===== src/rtl/rtrl_pkg.sv =====
// shared constants and types of the recurrent relu neuron
package rtrl_pkg;

   localparam int FAN_IN     = 16;
   localparam int RESULT_CAP = 16;
   localparam int DATA_W     = 16;
   localparam int VAL_W      = 15;
   localparam int SIDX_W     = 4;
   localparam int SUM_W      = 40;
   localparam int PROD_W     = 2 * DATA_W;
   localparam int CNT_W      = $clog2(FAN_IN + 1);
   localparam int IDX_W      = (FAN_IN > 1) ? $clog2(FAN_IN) : 1;
   localparam int CAP_W      = $clog2(RESULT_CAP + 1);
   localparam int CMP_W      = (CNT_W > CAP_W) ? CNT_W : CAP_W;

   typedef enum logic [2:0] {
      ST_IDLE,
      ST_ACC,
      ST_FIRE,
      ST_MUL1,
      ST_UPD,
      ST_MUL2,
      ST_EMIT,
      ST_DONE
   } state_type;

   typedef struct packed {
      logic shift;
      logic clear;
      logic in_we;
      logic tr_we;
   } cell_ctrl_type;

endpackage


===== src/rtl/rtrl_if.sv =====
// request and response channel interfaces of the recurrent relu neuron
interface rtrl_req_if;
   logic               valid;
   logic               ready;
   logic signed [15:0] input_value;
   logic signed [15:0] syn_weight;
   logic               is_self;
   logic signed [15:0] out_weight;
   logic               last_synapse;

   modport source (
      output valid, input_value, syn_weight, is_self, out_weight, last_synapse,
      input  ready
   );
   modport sink (
      input  valid, input_value, syn_weight, is_self, out_weight, last_synapse,
      output ready
   );
endinterface

interface rtrl_rsp_if;
   logic               valid;
   logic               ready;
   logic [3:0]         synapse_index;
   logic signed [15:0] gradient;
   logic [14:0]        neuron_value;
   logic               last_result;

   modport source (
      output valid, synapse_index, gradient, neuron_value, last_result,
      input  ready
   );
   modport sink (
      input  valid, synapse_index, gradient, neuron_value, last_result,
      output ready
   );
endinterface


===== src/rtl/rtrl_cell.sv =====
// one synapse cell: stored input and trace, shifted toward its neighbor
module rtrl_cell
   import rtrl_pkg::*;
(
   input  logic                     clock,
   input  logic                     reset,
   input  cell_ctrl_type            ctrl,
   input  logic signed [DATA_W-1:0] load_value,
   input  logic signed [DATA_W-1:0] trace_value,
   input  logic signed [DATA_W-1:0] nb_input,
   input  logic signed [DATA_W-1:0] nb_trace,
   output logic signed [DATA_W-1:0] input_q,
   output logic signed [DATA_W-1:0] trace_q
);

   logic signed [DATA_W-1:0] input_ff, input_in;
   logic signed [DATA_W-1:0] trace_ff, trace_in;

   always_comb begin
      input_in = input_ff;
      if (ctrl.in_we) begin
         input_in = load_value;
      end else if (ctrl.shift) begin
         input_in = nb_input;
      end
   end

   always_comb begin
      trace_in = trace_ff;
      if (ctrl.clear) begin
         trace_in = '0;
      end else if (ctrl.tr_we) begin
         trace_in = trace_value;
      end else if (ctrl.shift) begin
         trace_in = nb_trace;
      end
   end

   always_ff @(posedge clock) begin
      input_ff <= input_in;
   end

   always_ff @(posedge clock) begin
      if (reset) begin
         trace_ff <= '0;
      end else begin
         trace_ff <= trace_in;
      end
   end

   assign input_q = input_ff;
   assign trace_q = trace_ff;

endmodule


===== src/rtl/rtrl_cell_row.sv =====
// ring of synapse cells; cell zero is the head that the update logic sees
module rtrl_cell_row
   import rtrl_pkg::*;
(
   input  logic                     clock,
   input  logic                     reset,
   input  cell_ctrl_type            ctrl,
   input  logic [IDX_W-1:0]         load_index,
   input  logic signed [DATA_W-1:0] load_value,
   input  logic signed [DATA_W-1:0] trace_value,
   output logic signed [DATA_W-1:0] head_input,
   output logic signed [DATA_W-1:0] head_trace
);

   logic signed [DATA_W-1:0] in_q [FAN_IN];
   logic signed [DATA_W-1:0] tr_q [FAN_IN];

   for (genvar k = 0; k < FAN_IN; k++) begin : g_cell
      cell_ctrl_type cell_ctrl;

      always_comb begin
         cell_ctrl       = ctrl;
         cell_ctrl.in_we = ctrl.in_we && (load_index == IDX_W'(k));
         cell_ctrl.tr_we = ctrl.tr_we && (k == 0);
      end

      rtrl_cell u_cell (
         .clock       (clock),
         .reset       (reset),
         .ctrl        (cell_ctrl),
         .load_value  (load_value),
         .trace_value (trace_value),
         .nb_input    (in_q[(k + 1) % FAN_IN]),
         .nb_trace    (tr_q[(k + 1) % FAN_IN]),
         .input_q     (in_q[k]),
         .trace_q     (tr_q[k])
      );
   end

   assign head_input = in_q[0];
   assign head_trace = tr_q[0];

endmodule


===== src/rtl/rtrl_recurrent_relu_neuron.sv =====
// top level of the recurrent relu neuron with rtrl traces
//
// In each synapse transaction the shared 16x16 multiplier forms input times
// weight, then the 40-bit saturating accumulator adds it. The transaction
// marked last fires the neuron: the relu value is computed, then the ring of
// FAN_IN cells rotates once past the head. Each live synapse goes through a
// multiply, a trace update, a multiply by the outgoing weight and a load of
// the response register at the head, plus any wait on rsp.ready; each unused
// cell is simply rotated past, and a closing step follows. Requests are
// refused during the firing pass. The response register lets the next step
// start while the final gradient still waits. Traces reset to zero at once;
// writing learning_enable as 0 clears them in the same cycle.
module rtrl_recurrent_relu_neuron
   import rtrl_pkg::*;
(
   input  logic     clock,
   input  logic     reset,
   rtrl_req_if.sink req,
   rtrl_rsp_if.source rsp,
   input  logic     csr_we,
   input  logic     csr_wdata
);

   function automatic logic signed [DATA_W-1:0] sat16(input logic signed [24:0] v);
      logic signed [DATA_W-1:0] r;
      if (v > 25'sd32767) begin
         r = 16'sh7fff;
      end else if (v < -25'sd32768) begin
         r = 16'sh8000;
      end else begin
         r = v[DATA_W-1:0];
      end
      return r;
   endfunction

   state_type state_ff, state_in;

   logic signed [SUM_W-1:0]  sum_ff, sum_in;
   logic signed [PROD_W-1:0] prod_ff, prod_in;
   logic [CNT_W-1:0]         cnt_ff, cnt_in;
   logic [CNT_W-1:0]         idx_ff, idx_in;
   logic signed [DATA_W-1:0] self_w_ff, self_w_in;
   logic [IDX_W-1:0]         self_pos_ff, self_pos_in;
   logic                     self_seen_ff, self_seen_in;
   logic signed [DATA_W-1:0] wo_ff, wo_in;
   logic                     last_ff, last_in;
   logic                     inrange_ff, inrange_in;
   logic [VAL_W-1:0]         prev_ff, prev_in;
   logic [VAL_W-1:0]         old_ff, old_in;
   logic [VAL_W-1:0]         nv_ff, nv_in;
   logic                     learn_ff, learn_in;

   logic                     rsp_valid_ff, rsp_valid_in;
   logic [SIDX_W-1:0]        rsp_idx_ff, rsp_idx_in;
   logic signed [DATA_W-1:0] rsp_grad_ff, rsp_grad_in;
   logic [VAL_W-1:0]         rsp_val_ff, rsp_val_in;
   logic                     rsp_last_ff, rsp_last_in;

   logic                     accept;
   logic                     in_range;
   logic                     elem_live;
   logic                     elem_emit;
   logic                     elem_last;
   logic                     idx_end;
   logic                     out_free;
   logic                     rsp_load;
   logic                     prod_load;
   logic                     rotate;
   cell_ctrl_type            cell_ctrl;

   logic signed [DATA_W-1:0] mul_a, mul_b;
   logic signed [PROD_W-1:0] mul_p;
   logic signed [23:0]       prod_sh;
   logic signed [SUM_W:0]    acc_wide;
   logic signed [SUM_W-1:0]  acc_sat;
   logic signed [SUM_W-1:0]  sum_sh;
   logic [VAL_W-1:0]         nv_calc;
   logic signed [16:0]       src;
   logic signed [24:0]       tr_sum;
   logic signed [DATA_W-1:0] tr_new;
   logic [CMP_W-1:0]         emit_n;
   logic signed [DATA_W-1:0] head_input, head_trace;

   rtrl_cell_row u_row (
      .clock       (clock),
      .reset       (reset),
      .ctrl        (cell_ctrl),
      .load_index  (cnt_ff[IDX_W-1:0]),
      .load_value  (req.input_value),
      .trace_value (tr_new),
      .head_input  (head_input),
      .head_trace  (head_trace)
   );

   // status terms
   assign accept    = req.valid && req.ready;
   assign in_range  = cnt_ff < CNT_W'(FAN_IN);
   assign elem_live = idx_ff < cnt_ff;
   assign emit_n    = (CMP_W'(cnt_ff) < CMP_W'(RESULT_CAP)) ? CMP_W'(cnt_ff)
                                                           : CMP_W'(RESULT_CAP);
   assign elem_emit = elem_live && (CMP_W'(idx_ff) < CMP_W'(RESULT_CAP));
   assign elem_last = (CMP_W'(idx_ff) + CMP_W'(1)) == emit_n;
   assign idx_end   = idx_ff == CNT_W'(FAN_IN - 1);
   assign out_free  = !rsp_valid_ff || rsp.ready;

   // next state
   always_comb begin
      state_in = state_ff;
      case (state_ff)
         ST_IDLE: begin
            if (accept) begin
               state_in = ST_ACC;
            end
         end
         ST_ACC: begin
            state_in = last_ff ? ST_FIRE : ST_IDLE;
         end
         ST_FIRE: begin
            state_in = ST_MUL1;
         end
         ST_MUL1: begin
            if (elem_live) begin
               state_in = ST_UPD;
            end else if (idx_end) begin
               state_in = ST_DONE;
            end
         end
         ST_UPD: begin
            state_in = ST_MUL2;
         end
         ST_MUL2: begin
            state_in = ST_EMIT;
         end
         ST_EMIT: begin
            if (!elem_emit || out_free) begin
               state_in = idx_end ? ST_DONE : ST_MUL1;
            end
         end
         ST_DONE: begin
            state_in = ST_IDLE;
         end
         default: begin
            state_in = ST_IDLE;
         end
      endcase
   end

   // control outputs
   always_comb begin
      req.ready = 1'b0;
      rotate    = 1'b0;
      rsp_load  = 1'b0;
      prod_load = 1'b0;
      cell_ctrl = '0;
      mul_a     = head_trace;
      mul_b     = wo_ff;
      case (state_ff)
         ST_IDLE: begin
            req.ready = 1'b1;
            mul_a     = req.input_value;
            mul_b     = req.syn_weight;
            prod_load = accept;
            cell_ctrl.in_we = accept && in_range;
         end
         ST_MUL1: begin
            mul_a     = self_w_ff;
            mul_b     = head_trace;
            prod_load = elem_live;
            rotate    = !elem_live;
         end
         ST_UPD: begin
            cell_ctrl.tr_we = 1'b1;
         end
         ST_MUL2: begin
            prod_load = 1'b1;
         end
         ST_EMIT: begin
            rotate   = !elem_emit || out_free;
            rsp_load = elem_emit && out_free;
         end
         default: begin
            rotate = 1'b0;
         end
      endcase
      cell_ctrl.shift = rotate;
      cell_ctrl.clear = csr_we && !csr_wdata;
   end

   // arithmetic
   assign mul_p    = mul_a * mul_b;
   assign prod_sh  = prod_ff[PROD_W-1:8];
   assign acc_wide = (SUM_W + 1)'(sum_ff) + (SUM_W + 1)'(prod_ff);
   assign acc_sat  = (acc_wide[SUM_W] != acc_wide[SUM_W-1])
                     ? (acc_wide[SUM_W] ? {1'b1, {(SUM_W-1){1'b0}}}
                                        : {1'b0, {(SUM_W-1){1'b1}}})
                     : acc_wide[SUM_W-1:0];
   assign sum_sh   = sum_ff >>> 8;
   assign nv_calc  = (sum_ff <= 0) ? '0
                   : (sum_sh > SUM_W'(32767)) ? {VAL_W{1'b1}}
                   : sum_sh[VAL_W-1:0];
   assign src      = (self_seen_ff && (idx_ff[IDX_W-1:0] == self_pos_ff))
                     ? $signed({2'b00, old_ff}) : 17'(head_input);
   assign tr_sum   = 25'(src) + 25'(prod_sh);
   assign tr_new   = (learn_ff && (nv_ff != '0)) ? sat16(tr_sum) : '0;

   // datapath next values
   always_comb begin
      sum_in       = sum_ff;
      prod_in      = prod_load ? mul_p : prod_ff;
      cnt_in       = cnt_ff;
      idx_in       = rotate ? idx_ff + CNT_W'(1) : idx_ff;
      self_w_in    = self_w_ff;
      self_pos_in  = self_pos_ff;
      self_seen_in = self_seen_ff;
      wo_in        = wo_ff;
      last_in      = last_ff;
      inrange_in   = inrange_ff;
      prev_in      = prev_ff;
      old_in       = old_ff;
      nv_in        = nv_ff;
      learn_in     = csr_we ? csr_wdata : learn_ff;
      case (state_ff)
         ST_IDLE: begin
            if (accept) begin
               wo_in      = req.out_weight;
               last_in    = req.last_synapse;
               inrange_in = in_range;
               if (in_range && req.is_self) begin
                  self_w_in    = req.syn_weight;
                  self_pos_in  = cnt_ff[IDX_W-1:0];
                  self_seen_in = 1'b1;
               end
            end
         end
         ST_ACC: begin
            if (inrange_ff) begin
               sum_in = acc_sat;
               cnt_in = cnt_ff + CNT_W'(1);
            end
         end
         ST_FIRE: begin
            nv_in   = nv_calc;
            old_in  = prev_ff;
            prev_in = nv_calc;
            sum_in  = '0;
            idx_in  = '0;
         end
         ST_DONE: begin
            cnt_in       = '0;
            idx_in       = '0;
            self_w_in    = '0;
            self_pos_in  = '0;
            self_seen_in = 1'b0;
         end
         default: begin
            sum_in = sum_ff;
         end
      endcase
   end

   // response register
   always_comb begin
      rsp_valid_in = rsp_valid_ff;
      rsp_idx_in   = rsp_idx_ff;
      rsp_grad_in  = rsp_grad_ff;
      rsp_val_in   = rsp_val_ff;
      rsp_last_in  = rsp_last_ff;
      if (rsp_load) begin
         rsp_valid_in = 1'b1;
         rsp_idx_in   = SIDX_W'(idx_ff);
         rsp_grad_in  = sat16(25'(prod_sh));
         rsp_val_in   = nv_ff;
         rsp_last_in  = elem_last;
      end else if (rsp.ready) begin
         rsp_valid_in = 1'b0;
      end
   end

   always_ff @(posedge clock) begin
      if (reset) begin
         state_ff     <= ST_IDLE;
         sum_ff       <= '0;
         cnt_ff       <= '0;
         idx_ff       <= '0;
         self_w_ff    <= '0;
         self_pos_ff  <= '0;
         self_seen_ff <= 1'b0;
         last_ff      <= 1'b0;
         inrange_ff   <= 1'b0;
         prev_ff      <= '0;
         learn_ff     <= 1'b1;
         rsp_valid_ff <= 1'b0;
      end else begin
         state_ff     <= state_in;
         sum_ff       <= sum_in;
         cnt_ff       <= cnt_in;
         idx_ff       <= idx_in;
         self_w_ff    <= self_w_in;
         self_pos_ff  <= self_pos_in;
         self_seen_ff <= self_seen_in;
         last_ff      <= last_in;
         inrange_ff   <= inrange_in;
         prev_ff      <= prev_in;
         learn_ff     <= learn_in;
         rsp_valid_ff <= rsp_valid_in;
      end
   end

   always_ff @(posedge clock) begin
      prod_ff     <= prod_in;
      wo_ff       <= wo_in;
      old_ff      <= old_in;
      nv_ff       <= nv_in;
      rsp_idx_ff  <= rsp_idx_in;
      rsp_grad_ff <= rsp_grad_in;
      rsp_val_ff  <= rsp_val_in;
      rsp_last_ff <= rsp_last_in;
   end

   assign rsp.valid         = rsp_valid_ff;
   assign rsp.synapse_index = rsp_idx_ff;
   assign rsp.gradient      = rsp_grad_ff;
   assign rsp.neuron_value  = rsp_val_ff;
   assign rsp.last_result   = rsp_last_ff;

endmodule


===== src/flat_wrapper.sv =====
// flat-port wrapper written by rule: the top's interface ports become plain ports
module rtrl_recurrent_relu_neuron_flat import rtrl_pkg::*;
  (clock, reset, csr_we, csr_wdata, req_valid, req_input_value, req_syn_weight, req_is_self, req_out_weight, req_last_synapse, req_ready, rsp_valid, rsp_synapse_index, rsp_gradient, rsp_neuron_value, rsp_last_result, rsp_ready);
  rtrl_req_if req_i ();
  rtrl_rsp_if rsp_i ();
  input  logic clock;
  input  logic reset;
  input  logic csr_we;
  input  logic csr_wdata;
  input wire logic [$bits(req_i.valid)-1:0] req_valid;
  input wire logic [$bits(req_i.input_value)-1:0] req_input_value;
  input wire logic [$bits(req_i.syn_weight)-1:0] req_syn_weight;
  input wire logic [$bits(req_i.is_self)-1:0] req_is_self;
  input wire logic [$bits(req_i.out_weight)-1:0] req_out_weight;
  input wire logic [$bits(req_i.last_synapse)-1:0] req_last_synapse;
  output wire logic [$bits(req_i.ready)-1:0] req_ready;
  output wire logic [$bits(rsp_i.valid)-1:0] rsp_valid;
  output wire logic [$bits(rsp_i.synapse_index)-1:0] rsp_synapse_index;
  output wire logic [$bits(rsp_i.gradient)-1:0] rsp_gradient;
  output wire logic [$bits(rsp_i.neuron_value)-1:0] rsp_neuron_value;
  output wire logic [$bits(rsp_i.last_result)-1:0] rsp_last_result;
  input wire logic [$bits(rsp_i.ready)-1:0] rsp_ready;
  assign req_i.valid = req_valid;
  assign req_i.input_value = req_input_value;
  assign req_i.syn_weight = req_syn_weight;
  assign req_i.is_self = req_is_self;
  assign req_i.out_weight = req_out_weight;
  assign req_i.last_synapse = req_last_synapse;
  assign req_ready = req_i.ready;
  assign rsp_valid = rsp_i.valid;
  assign rsp_synapse_index = rsp_i.synapse_index;
  assign rsp_gradient = rsp_i.gradient;
  assign rsp_neuron_value = rsp_i.neuron_value;
  assign rsp_last_result = rsp_i.last_result;
  assign rsp_i.ready = rsp_ready;
  rtrl_recurrent_relu_neuron u_core (.clock(clock), .reset(reset), .req(req_i), .rsp(rsp_i), .csr_we(csr_we), .csr_wdata(csr_wdata));
endmodule

===== config.mk =====
export PLATFORM = sky130hd
export DESIGN_NAME = rtrl_recurrent_relu_neuron_flat
export DESIGN_NICKNAME = d
export VERILOG_FILES = /design/src/rtl/rtrl_pkg.sv /design/src/rtl/rtrl_if.sv /design/src/rtl/rtrl_cell.sv /design/src/rtl/rtrl_cell_row.sv /design/src/rtl/rtrl_recurrent_relu_neuron.sv /design/src/flat_wrapper.sv
export SDC_FILE = /design/constraint.sdc
export NUM_CORES = 2
export LEC_CHECK = 0
export BUFFER_PORTS_ARGS = -buffer_cell sky130_fd_sc_hd__buf_4
export CORE_MARGIN = 2
export CORE_UTILIZATION = 35
export CTS_CLUSTER_DIAMETER = 120
export CTS_CLUSTER_SIZE = 25
export DETAILED_ROUTE_END_ITERATION = 10
export PLACE_DENSITY_LB_ADDON = 0.08
export SYNTH_ARGS = -nofsm -noshare
export SYNTH_HDL_FRONTEND = slang
export SYNTH_HIERARCHICAL = 1
export SYNTH_SLANG_ARGS = --single-unit

===== constraint.sdc =====
create_clock -name clock -period 9.53 [get_ports clock]
set_input_delay 0.953 -clock clock [delete_from_list [all_inputs] [get_ports clock]]
set_output_delay 0.953 -clock clock [all_outputs]
set_load 0.02 [all_outputs]

==> impl_metrics.py <==
metrics = {
    "worst_setup_path": {
        "cp_top_family": "adder cells",
        "worst-path-buf-inv": 4,
        "r2r_cells": 24,
        "cpMostUsedCell": "fa_1",
        "startpoint_type": "flop",
        "rrSetupSlack_ns": 1.03,
        "crit_required_ns": 9.90,
        "path_class": "flop to flop",
        "critPathMaxStageDelay_ns": 0.78,
        "timing.rr.start": "u_core/state_ff[2]$_SDFFE_PP0P_",
        "worstReg2RegEnd": "u_core/prod_ff[30]$_DFFE_PP_",
        "crit_fanout": 37,
        "worst_setup_path_end_kind": "flop",
        "cp.arrival_ns": 8.87,
        "slowest_stage": "nor2_4",
        "cp_cell_sequence": "nor3_4 > nor2_4 > buf_4 > a221o_1 > nand2_1 > fa_1 > inv_1 > fa_1 > fa_1 > fa_1 > fa_1 > inv_1 > fa_1 > inv_1 > ha_1 > nand3_1 > nor4_1 > a311oi_1 > a211oi_1 > nor4_1 > o21ai_0 > a31o_2 > a21oi_1 > xnor2_1",
    },
    "clocking": {
        "clockBufferDepth": 3,
        "cts_hold_buf": 0,
        "cts_tree": "yes",
        "postCtsSetupBuffers": 0,
        "cts_root_buf": "clkbuf_16",
        "clock_latency_ns": 0.66,
        "ctsResizeCount": 0,
        "numCtsBuffers": 39,
        "clk_pin_slew_ns": 0.10,
        "htreeDepth": 2,
        "clock-sinks": 719,
    },
    "sta": {
        "rsz0062_at_grt": "false",
        "fmax_mhz": 118,
        "hold_violations": 0,
        "max_slew_margin_pct": 13.8,
        "period_minus_slack_ns": 8.50,
        "drv_slew": 0,
        "tns_ns": 0,
        "setup_viol": 0,
        "worst_pin_slew_ns": 1.29,
        "worst_hold_slack_ns": 0.430,
        "fin_crit_sh_pct": 89.2,
        "clock_skew_ns": 0.0455,
    },
    "routing": {
        "vias": 30979,
        "via_per_inst": 5.20,
        "postRouteAntennaNets": 0,
        "avgRoutedWirePerCell_um": 23.6,
        "wirelength_um": 141000,
        "drtIter0Drc": 2294,
        "dr.pass1.iters": 5,
        "route.detailed.drc": 0,
    },
    "floorplan": {
        "die_h_um": 369,
        "initial_core_util_pct": 35.4,
        "die-area_um2": 136000,
        "core_area_um2": 132000,
        "ios": 94,
        "die_x_um": 369,
        "fp-row-count": 133,
    },
    "finish": {
        "area_delta_synth_final_pct": 8.35,
        "nNetsFinal": 4646,
        "drive_gt1_share_pct": 20.2,
        "fin_area_um2": 50500,
    },
    "grt": {
        "grt_max_degree": 117,
        "grtUsageTotal_pct": 20.6,
        "grt_pass1_vias": 31908,
        "antenna_found_initial": 4,
        "grt_first_pass_wirelength_um": 212000,
        "grt_overflow_total": 0,
    },
    "synthesis": {
        "synth_edf_count": 370,
        "syn-cell-area_um2": 46600,
        "synth_compound_area_share_pct": 13.4,
        "synthTopCellsByArea": "edfxtp_1, dfxtp_1, fa_1, mux2_2, o211a_1",
        "avgSynthCellArea_um2": 11.4,
        "synth_fa_ha_area_share_pct": 15.4,
        "synth_mux_area_share_pct": 14.0,
        "yosys.area_share.simple_pct": 10.7,
        "synthDistinctLibCells": 91,
        "synth-seq-area-share_pct": 38.8,
        "synth-xor-area-share_pct": 1.97,
        "async_reset_ff_share_pct": 0,
        "yosysMostFrequentCell": "mux2_2",
        "synth_top_family_by_area": "adder cells",
        "ys_warn_count": 6,
        "yosysTopAreaCell": "edfxtp_1",
        "synth_top_cell_area_share_pct": 23.8,
        "ys_seq_elements": 719,
        "ys.flop_type": "edfxtp_1",
        "ys_top_cells_by_count": "mux2_2, edfxtp_1, dfxtp_1",
        "synth_cells": 4102,
    },
    "worst_hold_path": {
        "min_to": "u_core/old_ff[2]$_DFFE_PP_",
        "min_path_cells": 0,
        "hp-class": "flop to flop",
        "min_from": "u_core/prev_ff[2]$_SDFFE_PP0P_",
    },
    "place": {
        "gp_congestion": 0.898,
        "port_buffers": 93,
        "placed_area_um2": 49200,
        "dpl.hpwl_um": 101000,
    },
    "job": {
        "max_cap_viol_count": 0,
    },
    "status": {
        "status": "finished clean",
    },
}
==> layout make-up <==
type	count	area (um^2)
repair buffers	186	1410
clock inverters	13	203
diodes	4	10.0
clock buffers	53	1060
flip-flops and latches	719	18100
multi-input cells	2899	26300
fillers	13049	81300
well taps	1755	2200
inverters	328	1240
==> flip-flops by register name (all words and copies together) (netlist names), 3 cells and up <==
signal,cells
u_core/self_pos_ff,4
u_core/prod_ff,32
u_core/rsp.synapse_index,4
u_core/self_w_ff,16
u_core/u_row/g_cell.u_cell/input_q,256
u_core/old_ff,15
u_core/state_ff,3
u_core/u_row/g_cell.u_cell/trace_q,256
u_core/prev_ff,15
u_core/cnt_ff,5
u_core/rsp.gradient,16
u_core/wo_ff,16
u_core/idx_ff,5
u_core/sum_ff,40
u_core/nv_ff,15
u_core/rsp.neuron_value,15
==> routing by layer <==
metal / vias to the layer above / track usage (%) / share of wire, %
met3: 146 / 2.12 / 3.9
met5: - / 0 / 0.0071
met1: 15657 / 30.1 / 49
met4: 2 / 5.49 / 2.6
met2: 638 / 32.4 / 45
li1: 14536 / - / -
==> how the worst max path moves through the flow <==
stage / from / end / slack [ns] / cells past startpoint
finish: u_core/state_ff[2]$_SDFFE_PP0P_ / u_core/prod_ff[30]$_DFFE_PP_ / 1.03 / 24
detailed placement: u_core/state_ff[2]$_SDFFE_PP0P_ / u_core/prod_ff[30]$_DFFE_PP_ / 1.14 / 24
floorplan: u_core/state_ff[1]$_SDFFE_PP0P_ / u_core/prod_ff[30]$_DFFE_PP_ / 2.18 / 27
global route: u_core/state_ff[1]$_SDFFE_PP0P_ / u_core/prod_ff[30]$_DFFE_PP_ / 0.57 / 26
CTS: u_core/state_ff[1]$_SDFFE_PP0P_ / u_core/prod_ff[30]$_DFFE_PP_ / 1.11 / 24
global placement: u_core/state_ff[2]$_SDFFE_PP0P_ / u_core/prod_ff[30]$_DFFE_PP_ / 1.22 / 26
==> cells in the final DEF (no fill, tap or decap), types with 16 or more instances in the layout <==
cell       netlist  final
a211oi_1        33     33
a221oi_1        21     21
fa_1           264    264
buf_4            3    185
o211a_1        258    258
o21a_1          37     37
dfxtp_1        349    349
and2_1          33     33
nand3_1         48     48
nor3_1          22     18
mux2_4         144    144
conb_1           1     75
or2_2           21     21
a21oi_1        154    153
clkbuf_16        0     40
o21bai_1        19     19
nand2b_1       264    264
xnor2_1         70     70
ha_1           153    153
or2b_1          16     16
a21o_1          53     53
nor2_1         246    244
o21ai_0         48     42
inv_1          327    326
mux2_2         383    383
edfxtp_1       370    370
xor2_1          35     35
a221o_1         41     41
nor4_1          21     20
nand2_1        255    255
nand4_1         21     21
==> cell families (layout without fill, tap and decap cells) <==
| kind of cell | count (synthesis) | after routing |
|---|---|---|
| flops | 719 | 719 |
| fa+ha+maj | 417 | 417 |
| buf+inv | 558 | 580 |
| simple gates | 1001 | 1001 |
| mux | 530 | 530 |
| xor+xnor | 105 | 105 |
| other cells | 1 | 79 |
| compound gates | 771 | 771 |
==> per-stage QoR <==
step / utilization, % / worst slack (ns) / cells
2_1_floorplan: - / 2.18 / 4176
3_3_place_gp: 37.4 / 1.22 / 5887
3_5_place_dp: 37.4 / 1.14 / 5887
4_1_cts: 38.3 / 1.11 / 5953
5_1_grt: 38.3 / 0.575 / 5953
6_report: 38.3 / 1.03 / 5957
Power is left out: the tool's default activity adds up to more than one toggle a clock period on the data nets, which glitch-free logic cannot reach.
